File: src/hdl/lcdfs_pkg.sv
// Shared types and constants for the LCD frame store refresh unit.
// No dependencies; imported by the refresh sequencer and the top level.
`default_nettype none

package lcdfs_pkg;

  // Default geometry of the panel
  localparam int unsigned COLUMNS_DEF = 128;
  localparam int unsigned PAGES_DEF   = 8;

  // Refresh header: page address, column high nibble, column low nibble
  localparam logic [7:0]  CMD_PAGE_BASE = 8'hB0;
  localparam logic [7:0]  CMD_COL_HIGH  = 8'h10;
  localparam logic [7:0]  CMD_COL_LOW   = 8'h00;
  localparam int unsigned HEADER_LEN    = 3;

  // Pixel bit for row 0 within a page byte
  localparam logic [7:0]  PIXEL_MSB     = 8'h80;

  // Request modes
  typedef enum logic [1:0] {
    MODE_PIXEL   = 2'd0,
    MODE_CLEAR   = 2'd1,
    MODE_REFRESH = 2'd2
  } mode_e;

  // Description of the next refresh byte, handed from sequencer to top level
  typedef struct packed {
    logic       is_data;
    logic       last;
    logic [7:0] cmd;
  } refresh_info_t;

endpackage

`default_nettype wire

File: src/hdl/lcdfs_refresh_seq.sv
// Refresh position counters: page and step within the page, and the
// description and store address of the next refresh byte. Uses lcdfs_pkg.
`default_nettype none

module lcdfs_refresh_seq #(
  parameter int unsigned COLUMNS = lcdfs_pkg::COLUMNS_DEF,
  parameter int unsigned PAGES   = lcdfs_pkg::PAGES_DEF,
  parameter int unsigned AW      = $clog2(COLUMNS * PAGES)
) (
  input  wire logic                     clk_i,
  input  wire logic                     rst_ni,
  input  wire logic                     advance_i,
  output lcdfs_pkg::refresh_info_t      info_o,
  output logic [AW-1:0]                 addr_o
);

  import lcdfs_pkg::*;

  localparam int unsigned SW = $clog2(COLUMNS + HEADER_LEN);
  localparam int unsigned PW = (PAGES > 1) ? $clog2(PAGES) : 1;

  localparam logic [SW-1:0] StepLast = SW'(COLUMNS + HEADER_LEN - 1);
  localparam logic [SW-1:0] StepHdr  = SW'(HEADER_LEN);
  localparam logic [PW-1:0] PageLast = PW'(PAGES - 1);

  logic [PW-1:0] page_q, page_d;
  logic [SW-1:0] step_q, step_d;
  logic [SW-1:0] col;

  // Advance one byte through the page; wrap page after the last column
  always_comb begin
    page_d = page_q;
    step_d = step_q;
    if (advance_i) begin
      if (step_q == StepLast) begin
        step_d = '0;
        page_d = (page_q == PageLast) ? '0 : page_q + PW'(1);
      end else begin
        step_d = step_q + SW'(1);
      end
    end
  end

  always_ff @(posedge clk_i or negedge rst_ni) begin
    if (!rst_ni) begin
      page_q <= '0;
      step_q <= '0;
    end else begin
      page_q <= page_d;
      step_q <= step_d;
    end
  end

  // Decode the current byte: header commands first, then column data
  always_comb begin
    info_o.is_data = (step_q >= StepHdr);
    info_o.last    = info_o.is_data && (page_q == PageLast) && (step_q == StepLast);
    case (step_q)
      SW'(0):  info_o.cmd = CMD_PAGE_BASE + 8'(page_q);
      SW'(1):  info_o.cmd = CMD_COL_HIGH;
      default: info_o.cmd = CMD_COL_LOW;
    endcase
  end

  assign col    = step_q - StepHdr;
  assign addr_o = AW'(page_q) * AW'(COLUMNS) + AW'(col);

endmodule

`default_nettype wire

File: config.mk
export PLATFORM = sky130hd
export DESIGN_NAME = lcdfs_refresh_seq
export DESIGN_NICKNAME = d
export VERILOG_FILES = /design/src/hdl/lcdfs_pkg.sv /design/src/hdl/lcdfs_refresh_seq.sv
export SDC_FILE = /design/constraint.sdc
export NUM_CORES = 1
export LEC_CHECK = 0
export BUFFER_PORTS_ARGS = -buffer_cell sky130_fd_sc_hd__buf_2
export CAP_MARGIN = 0
export CORE_MARGIN = 2
export CORE_UTILIZATION = 34
export DETAILED_ROUTE_END_ITERATION = 10
export PLACE_DENSITY_LB_ADDON = 0.1
export SYNTH_ARGS = -nofsm -noshare
export SYNTH_HDL_FRONTEND = slang
export SYNTH_SLANG_ARGS = --single-unit
export TNS_END_PERCENT = 20
File: constraint.sdc
create_clock -name clk_i -period 2.3 [get_ports clk_i]
set_clock_uncertainty 0.2 [all_clocks]
set_input_delay 0.115 -clock clk_i [delete_from_list [all_inputs] [get_ports clk_i]]
set_output_delay 0.115 -clock clk_i [all_outputs]
set_load 0.03 [all_outputs]
[Word-level counts from Yosys, hierarchy flattened]
Index checks and enable logic that the tools add are counted.
Word-level totals
  register bits: 11
  word-level logic and storage cells: 18
  bits of input ports: 3
  output and inout port bits: 20
Cells by class
  multiplexer cells: 3
  reduce and logical (&&, ||, !) cells: 4
  add/subtract/negate cells: 5
  eq/ne operators: 3
  magnitude comparators: 1
Operators by type and width (count)
  $pmux W8 S2: 1
  $add A10 B8 Y10: 1
  $add A8 B1 Y8 const B: 1
  $add A8 B3 Y8 const A: 1
  $eq A8 B1 Y1 const B: 1
  $eq A8 B8 Y1 const B: 1
  $ge A8 B2 Y1 const B: 1
  $logic_not A8 Y1: 1
  $mux W8: 1
  $sub A8 B2 Y8 const B: 1
  $add A3 B1 Y3 const B: 1
  $eq A3 B3 Y1 const B: 1
  $mux W3: 1
  $logic_and A1 B1 Y1: 2
  $reduce_and A2 Y1: 1

[Longest topological paths before layout]
  depth in word-level cells: 3
  gate-level depth with buffers: 7
  depth with buffers taken out: 6

[Worst setup path after synthesis]
Ideal clock, no wire load.
  kind: reg2out
  start: register step_q[3]
  end: output port addr_o[9]
  arrival time: 2.150 ns
  path slack: -0.165 ns
  data required time: 1.985 ns
  stages on the path, launching flop included: 8
  buffers on the path: 1
  path through: dfrtp_1 buf_6 a2111oi_0 nand2_1 xnor2_1 ha_1 ha_1 xor2_1
On the way
  cells in the longest elaborated chain, start to end: 2
RTL lines
  from (decl): RTL line lcdfs_refresh_seq.sv:27  | logic [SW-1:0] step_q, step_d;
  from (signal assigned): RTL line lcdfs_refresh_seq.sv:50  | step_q <= step_d;
  $sub A8 B2 Y8: RTL line lcdfs_refresh_seq.sv:65  | assign col = step_q - StepHdr;
  $add A10 B8 Y10: RTL line lcdfs_refresh_seq.sv:66  | assign addr_o = AW'(page_q) * AW'(COLUMNS) + AW'(col);
  to (decl): RTL line lcdfs_refresh_seq.sv:14  | output logic [AW-1:0] addr_o
No other way between the ends.

==> metrics.csv <==
metric,value,unit
start_kind,register,
slew_viol_final,0,
port_buffers,20,
finalSetupViolCount,6,
end_kind,primary output,
fillCellCount,230,
syn_area,824.5,µm²
synth_seq_area_share,33.38,%
syn2layout_area_growth,36.87,%
ys_ff_latch,11,
synth_simple_gate_area_share,21.24,%
cts_setup_buffers,0,
antenna_left,0,
fin_cells,144,
grt_pass1_vias,653,
holdCritPathClass,in2async,
crit_type,reg2out,
crit_family,simple AND/OR/NAND/NOR gates,
p_int,0.6471,mW
ios,23,
muxShareOfSynthArea,4.097,%
timing.critical_path.buf_inv,1,
dp_hpwl,1.384,mm
grt_setup_unrepaired,yes,
syn_avg_cell_area,9.265,µm²
grt_max_degree,12,
wl_met3,96,µm
whs,0.04549,ns
synthAdderAreaFrac,12.14,%
final_layout_size_suffix_gt1_share,43.10,%
synth_top_family_by_area,simple AND/OR/NAND/NOR gates,
max_clock_freq,417.8,MHz
regArea,275.3,µm²
post-route-util,50.06,%
cts_tree,done,
synth_compound_area_share,6.373,%
power,1.342,mW
wl_per_cell,12.18,µm
ir_drop,0.5951,mV
chipHeight,53.25,µm
worstPathCellList,or4_4 > or4b_4 > nor2_2 > buf_6,
place_inst,138,
top_layer,met4,
drt-vias-per-instance,4.896,
drtIter0Drc,13,
cp.arrival,2.08,ns
pwr-share-comb,68.3,%
synthCells,89,
ys_types,30,
path_clk_slew,0.07,ns
synth_xor_area_share,11.68,%
cap_violations,0,
fin_crit,2.393,ns
clkLatencyLatePin,0.27,ns
status,"complete, but fails checks",
clockBufferDepth,2,
start_util,36.57,%
path_max_fanout,4,
yosys-top-cells-area,"dfrtp_1 (33%), ha_1 (12%), xor2_1 (7.4%), xnor2_1 (4.2%), mux2_2 (4.1%)",
grt_usage,14.33,%
grt_pass1_wl,2.904,mm
antenna_found_initial,0,
grt-ovfl-total,0,
yosys_warnings,0,
drcViolationCount,0,
slowest_delay,0.58,ns
insertedDiodeCount,0,
p_sw_share,51.77,%
die_width,53.25,µm
fin_nets,128,
clock_power_share,9.9,%
cts_root_buffer,clkbuf_4,
cts_sinks,11,
multiInputGateArea,524.3,µm²
finish.instance_area,0.001129,mm²
cts-buffers-inserted,3,
seqPwrFrac,21.8,%
p_leak,0.5318,nW
die_area,0.002835,mm²
first_pass_iters,4,
fin_crit_sh,104.1,%
fin_tns_setup,-0.4331,ns
cts_max_level,1,
wl_met1,868,µm
gp_congestion,0.7995,
critical-path-slowest-cell,or4b_4,
timing.final.ws_setup,-0.09323,ns
pre_cts_slack,-0.02100,ns
vias,705,
routed_wl,1.754,mm
violations,setup timing,
dr_wl_met2,757,µm
power_density,1189,mW/mm²
yosysTopAreaCell,dfrtp_1,
rows,17,
design.core.area,0.002255,mm²
final-hold-violation-count,0,
crit_required,1.99,ns
placed_cell_area,991.0,µm²
power.switching,0.6945,mW
synth_top_area_share,33.38,%
## flip-flops by register name, indices dropped and copies added (netlist names)
signal  count
page_q      3
step_q      8
## worst paths after layout
check,start,to,slack [ns],depth (start not counted)
worst max-delay path,step_q[3],info_o[1],-0.09,4
worst min-delay path,rst_ni,step_q[0],0.05,2
worst max register to register,step_q[3],page_q[1],0.20,4
worst min register to register,step_q[5],step_q[5],0.43,2
max in group asynchronous,rst_ni,step_q[6],1.64,2
min in group clk_i,step_q[5],step_q[5],0.43,2
## Yosys cell counts
cell and number:
buf_6 2, xnor2_1 4, buf_4 3, or4b_4 1
dfrtp_1 11, or4_4 1, o21ai_0 3, nand3_1 1
o311ai_0 1, conb_1 1, ha_1 8, o32ai_1 1
nor4_1 1, a2111oi_0 1, nand4_1 4, nor2_1 5
o22ai_1 1, or2_2 1, buf_2 1, nor3_1 4
inv_1 6, or4_1 1, nor2_2 3, clkbuf_1 4
xor2_1 7, nand2_1 7, nor3_2 1, a21oi_1 1
and2_1 1, mux2_2 3
## layer usage
metal	vias up	track usage, %
li1	350	-
met1	327	19.55
met2	24	21.81
met3	4	2.542
met4	0	6.410
met5	-	0
## cells in the final DEF (no fill, tap or decap), types with 2 or more instances in the layout
master,instances
buf_2,12
buf_4,11
buf_6,7
clkbuf_4,3
conb_1,2
dfrtp_1,11
dlygate4sd3_1,2
ha_1,6
inv_1,5
mux2_2,3
nand2_1,7
nand4_1,4
nor2_1,5
nor2_2,3
nor3_1,3
o21ai_0,3
xnor2_1,4
xor2_1,6
## final cells by class
cell class,count,area share (%)
clock buffer,4,2.328
inverter,6,2.328
multi-input combinational,63,46.45
sequential,11,24.39
tap,28,3.104
timing repair buffer,32,21.40
## cells by family (layout without fill, tap and decap cells)
group                      Yosys count  in the layout
muxes                                3              3
buffers and inverters               16             42
and+or+nand+nor                     31             31
DFF                                 11             11
other                                1              2
xor gates and xnor gates            11             11
adders and majority gates            8              8
AOI/OAI and AO/OA                    8              8
## power groups by stage
stage / Clock (mW) / Combinational (mW) / Sequential, mW
floorplan: 0 / 0.649 / 0.285
detailed placement: 0 / 0.879 / 0.275
finish: 0.133 / 0.917 / 0.292
global route: 0.150 / 0.990 / 0.298
global placement: 0 / 0.885 / 0.274
CTS: 0.139 / 0.918 / 0.291
## timing repair
item | 4_1_cts | 5_1_grt
endpoints found under the hold margin | 13 | 0
hold buffers | 2 | 0
setup endpoints to repair | 9 | 9
pin swaps | 0 | 2
gates resized for setup | 16 | 8
## worst register-to-register path, stage by stage, from the launching register on
cell and delay, ns:
dfrtp_1 0.42, or4_4 0.55, buf_4 0.18, nor3_2 0.26, mux2_2 0.37
Note: power is estimated with default switching activity, not from simulation.
